## config.mk

```make
export PLATFORM = sky130hd
export DESIGN_NAME = ring_entry_store_offset_lookup_core
export DESIGN_NICKNAME = d
export VERILOG_FILES = /design/src/design/resol_pkg.sv /design/src/design/ring_entry_store_offset_lookup_core.sv /design/src/design/resol_cell.sv
export SDC_FILE = /design/constraint.sdc
export NUM_CORES = 2
export LEC_CHECK = 0
export BUFFER_PORTS_ARGS = -buffer_cell sky130_fd_sc_hd__buf_2
export CORE_ASPECT_RATIO = 1.4
export CORE_MARGIN = 1
export CORE_UTILIZATION = 25
export DETAILED_ROUTE_END_ITERATION = 8
export PLACE_DENSITY = 0.41
export SYNTH_ARGS = -nofsm -noshare
export SYNTH_HDL_FRONTEND = slang
export SYNTH_SLANG_ARGS = --single-unit
```

## constraint.sdc

```tcl
create_clock -name clk_i -period 15.7 [get_ports clk_i]
set_input_delay 2.355 -clock clk_i [delete_from_list [all_inputs] [get_ports clk_i]]
set_output_delay 2.355 -clock clk_i [all_outputs]
set_load 0.005 [all_outputs]
```

## src/design/resol_pkg.sv

```systemverilog
package resol_pkg;

  localparam int HANDLE_W = 32;
  localparam int LENGTH_W = 16;
  localparam int OFFSET_W = 24;
  localparam int TOTAL_W  = 20;
  localparam int SLOT_OUT_W = 4;

  localparam logic [TOTAL_W-1:0] TOTAL_MAX = {TOTAL_W{1'b1}};

  localparam logic KIND_ADD  = 1'b0;
  localparam logic KIND_FIND = 1'b1;

  // Lookup token that travels from cell to cell during a find.
  typedef struct packed {
    logic                active;
    logic [OFFSET_W-1:0] rem;
  } tok_t;

  // Per-cell answer; all zero unless the token sits in that cell.
  typedef struct packed {
    logic                hit;
    logic                miss;
    logic [HANDLE_W-1:0] handle;
    logic [LENGTH_W-1:0] off;
  } res_t;

endpackage

```

## src/design/ring_entry_store_offset_lookup_core.sv

```systemverilog
// Channel | Direction | Handshake               | Payload
// in      | input     | in_valid_i / in_stall_o | kind, entry_handle, entry_length, byte_offset
// out     | output    | out_valid_o / out_stall_i | found, slot_index, hit_handle,
//         |           |                         | offset_in_entry, evicted, evicted_handle,
//         |           |                         | total_bytes
//
// An add word's result appears in the output register on the next cycle. A find word
// launches the lookup token into the oldest cell, and the token visits k cells (1 to
// SLOTS) until it hits or reaches the newest entry; its result is then registered.
// A find on an empty ring answers without a walk. Reset clears the pointers, the byte
// count and the token; slot contents are left undefined until written. While a
// result waits under out_stall_i, or a find token is still walking, in_stall_o is high.

module ring_entry_store_offset_lookup_core #(
  parameter int SLOTS = 16
) (
  input  logic                                clk_i,
  input  logic                                rst_ni,
  input  logic                                in_valid_i,
  output logic                                in_stall_o,
  input  logic                                kind_i,
  input  logic [resol_pkg::HANDLE_W-1:0]      entry_handle_i,
  input  logic [resol_pkg::LENGTH_W-1:0]      entry_length_i,
  input  logic [resol_pkg::OFFSET_W-1:0]      byte_offset_i,
  output logic                                out_valid_o,
  input  logic                                out_stall_i,
  output logic                                found_o,
  output logic [resol_pkg::SLOT_OUT_W-1:0]    slot_index_o,
  output logic [resol_pkg::HANDLE_W-1:0]      hit_handle_o,
  output logic [resol_pkg::LENGTH_W-1:0]      offset_in_entry_o,
  output logic                                evicted_o,
  output logic [resol_pkg::HANDLE_W-1:0]      evicted_handle_o,
  output logic [resol_pkg::TOTAL_W-1:0]       total_bytes_o
);

  localparam int IDX_W = $clog2(SLOTS);
  // The running byte count is wide enough for every slot at full length.
  localparam int SUM_W = $clog2(SLOTS * 65535 + 1);
  localparam int BIG_W = (SUM_W > resol_pkg::TOTAL_W) ? SUM_W : resol_pkg::TOTAL_W;
  localparam int EXT_W = (IDX_W > resol_pkg::SLOT_OUT_W) ? IDX_W : resol_pkg::SLOT_OUT_W;

  typedef enum logic {
    ST_IDLE,
    ST_WALK
  } state_e;

  state_e                   state_q;
  logic [IDX_W-1:0]         write_q, oldest_q;
  logic                     full_q;
  logic [SUM_W-1:0]         bytes_q;

  logic                     out_valid_q, out_valid_d, found_q, evicted_q;
  logic [resol_pkg::SLOT_OUT_W-1:0] slot_q;
  logic [resol_pkg::HANDLE_W-1:0]   hit_handle_q, evicted_handle_q;
  logic [resol_pkg::LENGTH_W-1:0]   off_q;
  logic [resol_pkg::TOTAL_W-1:0]    total_q;

  // Cell row signals.
  resol_pkg::tok_t                  cell_tok   [SLOTS];
  resol_pkg::res_t                  cell_res   [SLOTS];
  logic [IDX_W-1:0]                 cell_slot  [SLOTS];
  logic [resol_pkg::HANDLE_W-1:0]   cell_handle[SLOTS];
  logic [resol_pkg::LENGTH_W-1:0]   cell_length[SLOTS];
  logic [SLOTS-1:0]                 cell_we, cell_launch;

  logic                     accept, do_add, do_find, empty;
  logic [IDX_W-1:0]         write_next, oldest_next;
  logic [SUM_W-1:0]         bytes_add;
  logic [resol_pkg::TOTAL_W-1:0] total_now, total_add;
  resol_pkg::res_t          res_any;
  logic [IDX_W-1:0]         slot_any;
  logic [EXT_W-1:0]         slot_ext;

  function automatic logic [IDX_W-1:0] next_slot(input logic [IDX_W-1:0] s);
    return (s == IDX_W'(SLOTS - 1)) ? '0 : s + IDX_W'(1);
  endfunction

  function automatic logic [resol_pkg::TOTAL_W-1:0] saturate(input logic [SUM_W-1:0] v);
    logic [BIG_W-1:0] wide;
    wide = BIG_W'(v);
    return (wide > BIG_W'(resol_pkg::TOTAL_MAX)) ? resol_pkg::TOTAL_MAX
                                                 : wide[resol_pkg::TOTAL_W-1:0];
  endfunction

  // A new word is refused while a token walks or while a result is held by the sink.
  assign in_stall_o = (state_q == ST_WALK) || (out_valid_q && out_stall_i);
  assign accept     = in_valid_i && !in_stall_o;
  assign do_add     = accept && (kind_i == resol_pkg::KIND_ADD);
  assign do_find    = accept && (kind_i == resol_pkg::KIND_FIND);
  assign empty      = (write_q == oldest_q) && !full_q;

  // An add on a full ring drops the oldest entry's bytes before adding the new ones.
  assign bytes_add   = bytes_q
                     - (full_q ? SUM_W'(cell_length[write_q]) : '0)
                     + SUM_W'(entry_length_i);
  assign write_next  = next_slot(write_q);
  assign oldest_next = full_q ? next_slot(oldest_q) : oldest_q;
  assign total_now   = saturate(bytes_q);
  assign total_add   = saturate(bytes_add);

  // Cell i receives the token from cell i-1, closing the row into a ring.
  for (genvar i = 0; i < SLOTS; i++) begin : g_cell
    localparam int PREV = (i == 0) ? SLOTS - 1 : i - 1;

    assign cell_we[i]     = do_add && (write_q == IDX_W'(i));
    assign cell_launch[i] = do_find && !empty && (oldest_q == IDX_W'(i));

    resol_cell #(
      .SLOTS (SLOTS),
      .IDX   (i)
    ) u_cell (
      .clk_i        (clk_i),
      .rst_ni       (rst_ni),
      .we_i         (cell_we[i]),
      .handle_i     (entry_handle_i),
      .length_i     (entry_length_i),
      .write_slot_i (write_q),
      .launch_i     (cell_launch[i]),
      .offset_i     (byte_offset_i),
      .tok_i        (cell_tok[PREV]),
      .tok_o        (cell_tok[i]),
      .res_o        (cell_res[i]),
      .slot_o       (cell_slot[i]),
      .handle_o     (cell_handle[i]),
      .length_o     (cell_length[i])
    );
  end

  // Only the cell holding the token drives a nonzero answer, so an OR collects it.
  always_comb begin
    res_any  = '0;
    slot_any = '0;
    for (int i = 0; i < SLOTS; i++) begin
      res_any  = res_any | cell_res[i];
      slot_any = slot_any | cell_slot[i];
    end
  end

  assign slot_ext = EXT_W'(slot_any);

  // The output word stays while the sink stalls it, and a finished add, an empty-ring
  // find or the end of a walk loads a new one.
  always_comb begin
    out_valid_d = out_valid_q && out_stall_i;
    if (do_add || (do_find && empty)) begin
      out_valid_d = 1'b1;
    end
    if ((state_q == ST_WALK) && (res_any.hit || res_any.miss)) begin
      out_valid_d = 1'b1;
    end
  end

  always_ff @(posedge clk_i or negedge rst_ni) begin
    if (!rst_ni) begin
      state_q          <= ST_IDLE;
      write_q          <= '0;
      oldest_q         <= '0;
      full_q           <= 1'b0;
      bytes_q          <= '0;
      out_valid_q      <= 1'b0;
      found_q          <= 1'b0;
      slot_q           <= '0;
      hit_handle_q     <= '0;
      off_q            <= '0;
      evicted_q        <= 1'b0;
      evicted_handle_q <= '0;
      total_q          <= '0;
    end else begin
      out_valid_q <= out_valid_d;

      case (state_q)
        ST_IDLE: begin
          if (do_add) begin
            write_q          <= write_next;
            oldest_q         <= oldest_next;
            full_q           <= full_q || (write_next == oldest_next);
            bytes_q          <= bytes_add;
            found_q          <= 1'b0;
            slot_q           <= '0;
            hit_handle_q     <= '0;
            off_q            <= '0;
            evicted_q        <= full_q;
            evicted_handle_q <= full_q ? cell_handle[write_q] : '0;
            total_q          <= total_add;
          end else if (do_find) begin
            if (empty) begin
              found_q          <= 1'b0;
              slot_q           <= '0;
              hit_handle_q     <= '0;
              off_q            <= '0;
              evicted_q        <= 1'b0;
              evicted_handle_q <= '0;
              total_q          <= total_now;
            end else begin
              state_q <= ST_WALK;
            end
          end
        end
        ST_WALK: begin
          if (res_any.hit || res_any.miss) begin
            state_q          <= ST_IDLE;
            found_q          <= res_any.hit;
            slot_q           <= slot_ext[resol_pkg::SLOT_OUT_W-1:0];
            hit_handle_q     <= res_any.handle;
            off_q            <= res_any.off;
            evicted_q        <= 1'b0;
            evicted_handle_q <= '0;
            total_q          <= total_now;
          end
        end
        default: begin
          state_q <= ST_IDLE;
        end
      endcase
    end
  end

  assign out_valid_o       = out_valid_q;
  assign found_o           = found_q;
  assign slot_index_o      = slot_q;
  assign hit_handle_o      = hit_handle_q;
  assign offset_in_entry_o = off_q;
  assign evicted_o         = evicted_q;
  assign evicted_handle_o  = evicted_handle_q;
  assign total_bytes_o     = total_q;

endmodule

```

## src/design/resol_cell.sv

```systemverilog
module resol_cell #(
  parameter int SLOTS = 16,
  parameter int IDX = 0,
  localparam int IDX_W = $clog2(SLOTS)
) (
  input  logic                             clk_i,
  input  logic                             rst_ni,
  input  logic                             we_i,
  input  logic [resol_pkg::HANDLE_W-1:0]   handle_i,
  input  logic [resol_pkg::LENGTH_W-1:0]   length_i,
  input  logic [IDX_W-1:0]                 write_slot_i,
  input  logic                             launch_i,
  input  logic [resol_pkg::OFFSET_W-1:0]   offset_i,
  input  resol_pkg::tok_t                  tok_i,
  output resol_pkg::tok_t                  tok_o,
  output resol_pkg::res_t                  res_o,
  output logic [IDX_W-1:0]                 slot_o,
  output logic [resol_pkg::HANDLE_W-1:0]   handle_o,
  output logic [resol_pkg::LENGTH_W-1:0]   length_o
);

  localparam int NEXT = (IDX + 1 >= SLOTS) ? 0 : IDX + 1;
  localparam int PAD_W = resol_pkg::OFFSET_W - resol_pkg::LENGTH_W;

  logic [resol_pkg::HANDLE_W-1:0] handle_q;
  logic [resol_pkg::LENGTH_W-1:0] length_q;
  resol_pkg::tok_t                tok_q, tok_d;
  logic [resol_pkg::OFFSET_W-1:0] len_ext;
  logic                           hit, last;

  always_ff @(posedge clk_i) begin
    if (we_i) begin
      handle_q <= handle_i;
      length_q <= length_i;
    end
  end

  always_comb begin
    if (launch_i) begin
      tok_d.active = 1'b1;
      tok_d.rem    = offset_i;
    end else begin
      tok_d = tok_i;
    end
  end

  always_ff @(posedge clk_i or negedge rst_ni) begin
    if (!rst_ni) begin
      tok_q <= '0;
    end else begin
      tok_q <= tok_d;
    end
  end

  // A zero-length entry never hits, so the token simply moves past it.
  assign len_ext = {{PAD_W{1'b0}}, length_q};
  assign hit     = tok_q.active && (tok_q.rem < len_ext);
  assign last    = (write_slot_i == IDX_W'(NEXT));

  assign tok_o.active = tok_q.active && !hit && !last;
  assign tok_o.rem    = tok_q.rem - len_ext;

  assign res_o.hit    = hit;
  assign res_o.miss   = tok_q.active && !hit && last;
  assign res_o.handle = hit ? handle_q : '0;
  assign res_o.off    = hit ? tok_q.rem[resol_pkg::LENGTH_W-1:0] : '0;
  assign slot_o       = hit ? IDX_W'(IDX) : '0;

  assign handle_o = handle_q;
  assign length_o = length_q;

endmodule

```

======== Word level (Yosys, flattened, before mapping) ========
Cells that the tools add are included.
operators by class
  add/sub/neg operators ................... 20
  $lt $le $gt $ge ......................... 19
  equal/unequal tests ..................... 35
  multiplexer cells ....................... 114
  bitwise logic cells ..................... 32
  reductions and logical operators ........ 147
operators with widths
  kind                                                                   number
  32-bit two-way mux                                                     25
  50-bit bitwise OR                                                      15
  25-bit two-way mux                                                     16
  24-bit by 16-bit less-than comparator with 1-bit output                16
  24-bit by 16-bit subtractor with 24-bit output                         16
  16-bit two-way mux                                                     23
  32-bit binary-select mux with 4-bit select                             1
  32-bit one-hot mux with 2 select lines                                 2
  20-bit two-way mux                                                     6
  1-bit logical AND                                                      104
  16-bit binary-select mux with 4-bit select                             1
  4-bit equality test, second input constant                             16
  4-bit two-way mux                                                      15
  4-bit bitwise OR                                                       14
  20-bit greater-than comparator, second input constant                  2
  20-bit one-hot mux with 2 select lines                                 1
  1-bit zero test                                                        35
  4-bit by 3-bit equality test with 1-bit output, second input constant  8
  16-bit one-hot mux with 2 select lines                                 1
  20-bit by 16-bit adder with 20-bit output                              1
  20-bit by 16-bit subtractor with 20-bit output                         1
  4-bit by 2-bit equality test with 1-bit output, second input constant  4
  1-bit two-way mux                                                      13
  3-bit two-way mux                                                      4
  other kinds (15)                                                       27
storage, ports and cells
  register bits ........................... 1305
  input bits .............................. 77

======== Logic depth before layout (Yosys ltp) ========
  word-level depth ........................ 23
  mapped depth ............................ 22
  mapped depth without buffers ............ 19

======== Modules after synthesis ========
Synthesis repeated with hierarchy kept, for this count alone.
unflattened totals
  cell total of the unflattened synthesis .. 6653
  area, all modules ....................... 77284.1 um^2
modules (own cells, without submodules)
  module                               instances  cells each  area each (um^2)
  resol_cell at g_cell[0].u_cell ...   4          332         3900.0
  resol_cell at g_cell[4].u_cell ...   4          335         3893.7
  ring_entry_store_offset_lookup_core  1          1275        14695.3
  resol_cell at g_cell[1].u_cell ...   3          336         3893.7
  resol_cell at g_cell[14].u_cell      1          367         4156.5
  resol_cell at g_cell[11].u_cell      1          333         3900.0
  resol_cell at g_cell[15].u_cell      1          331         3893.7
  resol_cell at g_cell[2].u_cell       1          336         3891.2
  resol_cell at g_cell[6].u_cell       1          335         3891.2

======== Least setup slack after synthesis ========
OpenSTA, ideal clock, no wires.
  path kind ............................... input -> register
  from .................................... in out_stall_i
  to ...................................... reg g_cell[12].u_cell.handle_q, in the netlist g_cell[12].u_cell.handle_o[0], enable pin
  library setup time ...................... 0.454 ns
  arrival ................................. 5.600 ns
  data required time ...................... 15.246 ns
  slack ................................... 9.646 ns
  stages .................................. 7
  cells stage by stage .................... a21oi_1 nand2_1 or2_2 clkbuf_1 clkbuf_1 buf_1 nor2_1
between the ends
  cells in the longest elaborated chain, start to end .. 6
ends and longest elaborated chain
  item                        line                                        RTL
  from (decl)                 ring_entry_store_offset_lookup_core.sv:26   input logic out_stall_i,
  1-bit logical AND           ring_entry_store_offset_lookup_core.sv:86   assign in_stall_o = (state_q == ST_WALK) || (out_valid_q && out_stall_i);
  1-bit logical OR            ring_entry_store_offset_lookup_core.sv:86
  1-bit zero test             ring_entry_store_offset_lookup_core.sv:87   assign accept = in_valid_i && !in_stall_o;
  1-bit logical AND           ring_entry_store_offset_lookup_core.sv:87
  1-bit logical AND           ring_entry_store_offset_lookup_core.sv:88   assign do_add = accept && (kind_i == resol_pkg::KIND_ADD);
  1-bit logical AND           ring_entry_store_offset_lookup_core.sv:105  assign cell_we[i] = do_add && (write_q == IDX_W'(i));
  via g_cell[12].u_cell.we_i  resol_cell.sv:8                             input logic we_i,
  to (signal assigned)        resol_cell.sv:33                            handle_q <= handle_i;
  to (decl)                   resol_cell.sv:25                            logic [resol_pkg::HANDLE_W-1:0] handle_q;
The timed path passes the listed nets, and every way through them passes these cells.
A chain may end at the register's enable or synchronous reset.

======== Worst setup path after layout ========
  from .................................... reg write_q[1]
  to ...................................... reg total_q, in the netlist total_bytes_o[19]
between the ends
  cells in the longest elaborated chain, start to end .. 20
ends and longest elaborated chain
  item                                                                                     line                                        RTL
  from (decl)                                                                              ring_entry_store_offset_lookup_core.sv:48   logic [IDX_W-1:0] write_q, oldest_q;
  from (signal assigned)                                                                   ring_entry_store_offset_lookup_core.sv:174  write_q <= write_next;
  branches (longest 20 deep; another with 20-bit by 16-bit subtractor with 20-bit output)  -
  to (signal assigned)                                                                     ring_entry_store_offset_lookup_core.sv:184  total_q <= total_add;
  to (signal assigned)                                                                     ring_entry_store_offset_lookup_core.sv:193  total_q <= total_now;
  to (signal assigned)                                                                     ring_entry_store_offset_lookup_core.sv:208  total_q <= total_now;
  to (decl)                                                                                ring_entry_store_offset_lookup_core.sv:56   logic [resol_pkg::TOTAL_W-1:0] total_q;
Parallel ways; which one is timed is not known. The select of a mux whose other input is x is not followed.

==> results by group <==
Worst setup path
  – Critical Path Fanout Max: roughly 120
  – Crit Path Category: reg2reg
  – Critical Path RT: 16390 ps
  – Critical Path AT: between 8000 and 9000 ps
  – Crit path launch type: register
  – Critical Path End Type: register

Die
  – Die width: ~440 um
  – Initial core utilization: approximately 25%
  – IO Pins: roughly 190
  – Core area: between 0.2 and 0.3 sq mm
  – Die Y: slightly above 600 um
  – FP Rows: 227
  – Die ar.: about 0.28 sq mm

Logic synthesis
  – Synth cell types: 92
  – Post-Synth XOR/XNOR Area: between 4 and 5%
  – Post-synthesis adder-cell area fraction: 6.13%
  – Post-synth ARST share: 41.1%
  – Main synth FF type: edfxtp_1
  – Simple-Gate Fraction of Synth Area: about a tenth
  – Cell count after synthesis: 5810
  – Area of the mapped netlist: ~0.069 sq mm
  – Mux contribution to synthesized area: about 8.3%
  – Post-synth EDFFs: approximately 770
  – Post-synthesis sequential element count: between 1k and 1.5k
  – Mean Syn Cell Area: roughly 12 sq um
  – Compound-cell area share of the yosys netlist: 13.9%
  – Synth Warn #: 0
  – Dominant combinational cell family by area after synthesis: compound AO/OA/AOI/OAI gates
  – Post-synthesis sequential area ratio: a little over half
  – Mapped Nets: 6204

Clocking
  – Clk Latency, worst-skew pair: ~850 ps
  – H-tree levels: 4
  – # hold bufs at CTS: 0
  – Clock Root Buffer: clkbuf_16
  – Post-CTS Setup Inserts: 0
  – Buffer depth of the longest clock path: 4
  – TritonCTS buffer count: roughly 160
  – Clock transition at path regs: 60 ps
  – Clock sink count: roughly 1.3k
  – PostCTS Resize Cnt: 0
  – TritonCTS clock tree: done

Power and ir drop
  – Pwr dens: about 200 mW/mm^2
  – Pwr Total: roughly 16 mW
  – Pleak: 30.1 nW
  – Maximum vdd drop: ~0.14 mV

Place
  – Post-DP HPWL: around 210000 um
  – # port buffers: approximately 180
  – Gpl congestion: between 0.9 and 1

STA
  – Hold Vio Cnt, Final: 0
  – RSZ-0062 raised after global routing: false
  – WHS: approximately 480 ps
  – F_max: ~130 MHz
  – Post-Route Setup TNS: 0 ps
  – Max-slew violation count: 0
  – Skew final: around 55 ps
  – Part of the cycle the worst path needs: 48.5%
  – Slew @ Worst Pin: 1400 ps
  – Setup violators final: 0
  – Minimum clock period: approximately 7600 ps
  – Rel. slew slack: under 10%

Outcome
  – Run status: completed

Layout
  – Synth-to-layout area growth: 15.5%
  – Fraction of layout cells with a size suffix above 1: ~15%
  – Nets: ~6.3k

GRT
  – First-pass GRT wire length: roughly 410000 um
  – Initial antenna violation count: 28
  – Vias in the first global route: between 50k and 60k
  – Largest net degree at the start of global routing: 120
  – Overflow after GRT: 0
  – GRT Overall Usage: around a fifth

Drt
  – Via/cell ratio: 5.12
  – Drc violations: 0
  – DRT antenna net count: 0
  – Router iterations before antenna repair: 8
  – Iter 0 DRT Violations: 4696
  – Vias post-DR: approximately 50k
  – Drt wl/cell: roughly 31 um
  – Total Routed Length: a little under 300000 um

Flow run
  – Max Cap Viol: 0

Min path
  – Worst Hold Class: reg2reg
## Yosys cell counts, drive strengths merged, types with 34 or more instances
cell type    n  share of area, %
a211oi      51              0.57
a21o        62              0.68
a21oi      361               2.6
a221oi      54              0.69
a222oi      48              0.70
a22o        88               1.1
a22oi      158               1.7
and2        44              0.40
and3        36              0.33
buf         69              0.55
clkbuf     236               1.3
dfrtp      537                20
edfxtp     768                34
ha         285               5.2
inv        390               2.1
mux4       240               7.9
nand2      506               2.8
nand2b      59              0.54
nand3      103              0.76
nand4       61              0.56
nor2       373               2.0
nor2b       56              0.51
nor3        91              0.68
o21a        48              0.53
o21ai      305               2.2
o2bb2ai     38              0.67
o31ai       34              0.37
or3         36              0.34
xnor2      197               2.5
xor2       148               1.9
## worst max-delay path, stage by stage (launching register included)
cell	delay [ps]
dfrtp_4	600
buf_12	670
buf_4	960
mux4_2	440
mux4_2	590
and2_1	230
fa_1	520
inv_1	60
ha_1	290
a211o_1	320
a2111oi_0	740
nor3_1	220
nor4_1	290
nor2_1	90
a21oi_1	280
o21ai_0	140
a21o_1	230
a21oi_1	170
o211ai_1	140
mux2_2	280
## power by group
| part | internal, mW | total (mW) | switching [mW] |
|---|---|---|---|
| clock network | 2.30 | 3.85 | 1.55 |
| registers | 4.38 | 5.30 | 0.912 |
| logic | 2.83 | 6.67 | 3.84 |
## state kept, by name (all words and copies together) (netlist names)
| register | cells |
|---|---|
| bytes_q | 20 |
| evicted_handle_o | 32 |
| evicted_o | 1 |
| found_o | 1 |
| full_q | 1 |
| g_cell.u_cell.handle_o | 512 |
| g_cell.u_cell.length_o | 256 |
| g_cell.u_cell.tok_q | 400 |
| hit_handle_o | 32 |
| offset_in_entry_o | 16 |
| oldest_q | 4 |
| out_valid_o | 1 |
| slot_index_o | 4 |
| state_q | 1 |
| total_bytes_o | 20 |
| write_q | 4 |
## stage by stage
step                      worst slack, ps  instances  util [%]  area (sq um)
after global routing                 7830       9735      29.0         79200
after floorplan                      9650       5810         -         68600
after CTS                            8190       9732      29.0         79200
after detailed placement             8250       9451      27.1         73900
final                                8090       9739      29.0         79200
after global placement               8050       9451      27.1         73900
## layout by cell type, fill, tap and decap left out, types with 88 or more instances in the layout
cell | Yosys | layout
o21ai_0 | 300 | 300
edfxtp_1 | 768 | 768
dfrtp_1 | 537 | 532
inv_1 | 390 | 390
mux4_2 | 240 | 240
nand2_1 | 506 | 503
a22o_1 | 88 | 88
nor3_1 | 89 | 89
buf_2 | 11 | 183
buf_4 | 3 | 96
xor2_1 | 148 | 148
clkbuf_16 | 0 | 163
ha_1 | 285 | 285
nand3_1 | 102 | 102
a22oi_1 | 158 | 158
xnor2_1 | 197 | 197
nor2_1 | 373 | 357
a21oi_1 | 360 | 360
## per-layer routing
metal  global-route usage [%]  routed length (um)
met5                        0                 134
met4                     17.9               29300
met3                     3.09               15400
met2                     36.8              149000
met1                     22.3              104000
## cells by family after synthesis
family,count (synthesis)
and+or+nand+nor,1470
AOI/OAI and AO/OA,1412
DFF,1305
buffers and inverters,695
xor gates and xnor gates,345
adders and majority gates,317
muxes,266
## cell type report
type,count,area (sq um)
well taps,3664,4580
clock buffers,214,4450
repair buffers,282,1690
flip-flops and latches,1305,36500
fillers,27900,194000
multi-input cells,3810,29700
inverters,390,1460
diodes,7,17.5
clock inverters,67,847
## final timing paths
| path | startpoint | endpoint | slack, ps | cells past startpoint |
|---|---|---|---|---|
| worst min register to register | found_o | found_o | 480 | 1 |
| worst min-delay path | found_o | found_o | 480 | 1 |
| max in group asynchronous | rst_ni | g_cell[8].u_cell.tok_q[5] | 10730 | 4 |
| worst max-delay path | write_q[1] | total_bytes_o[19] | 8090 | 19 |
| worst max register to register | write_q[1] | total_bytes_o[19] | 8090 | 19 |
| min in group asynchronous | rst_ni | bytes_q[18] | 1540 | 1 |
(Power assumes the default switching activity.)
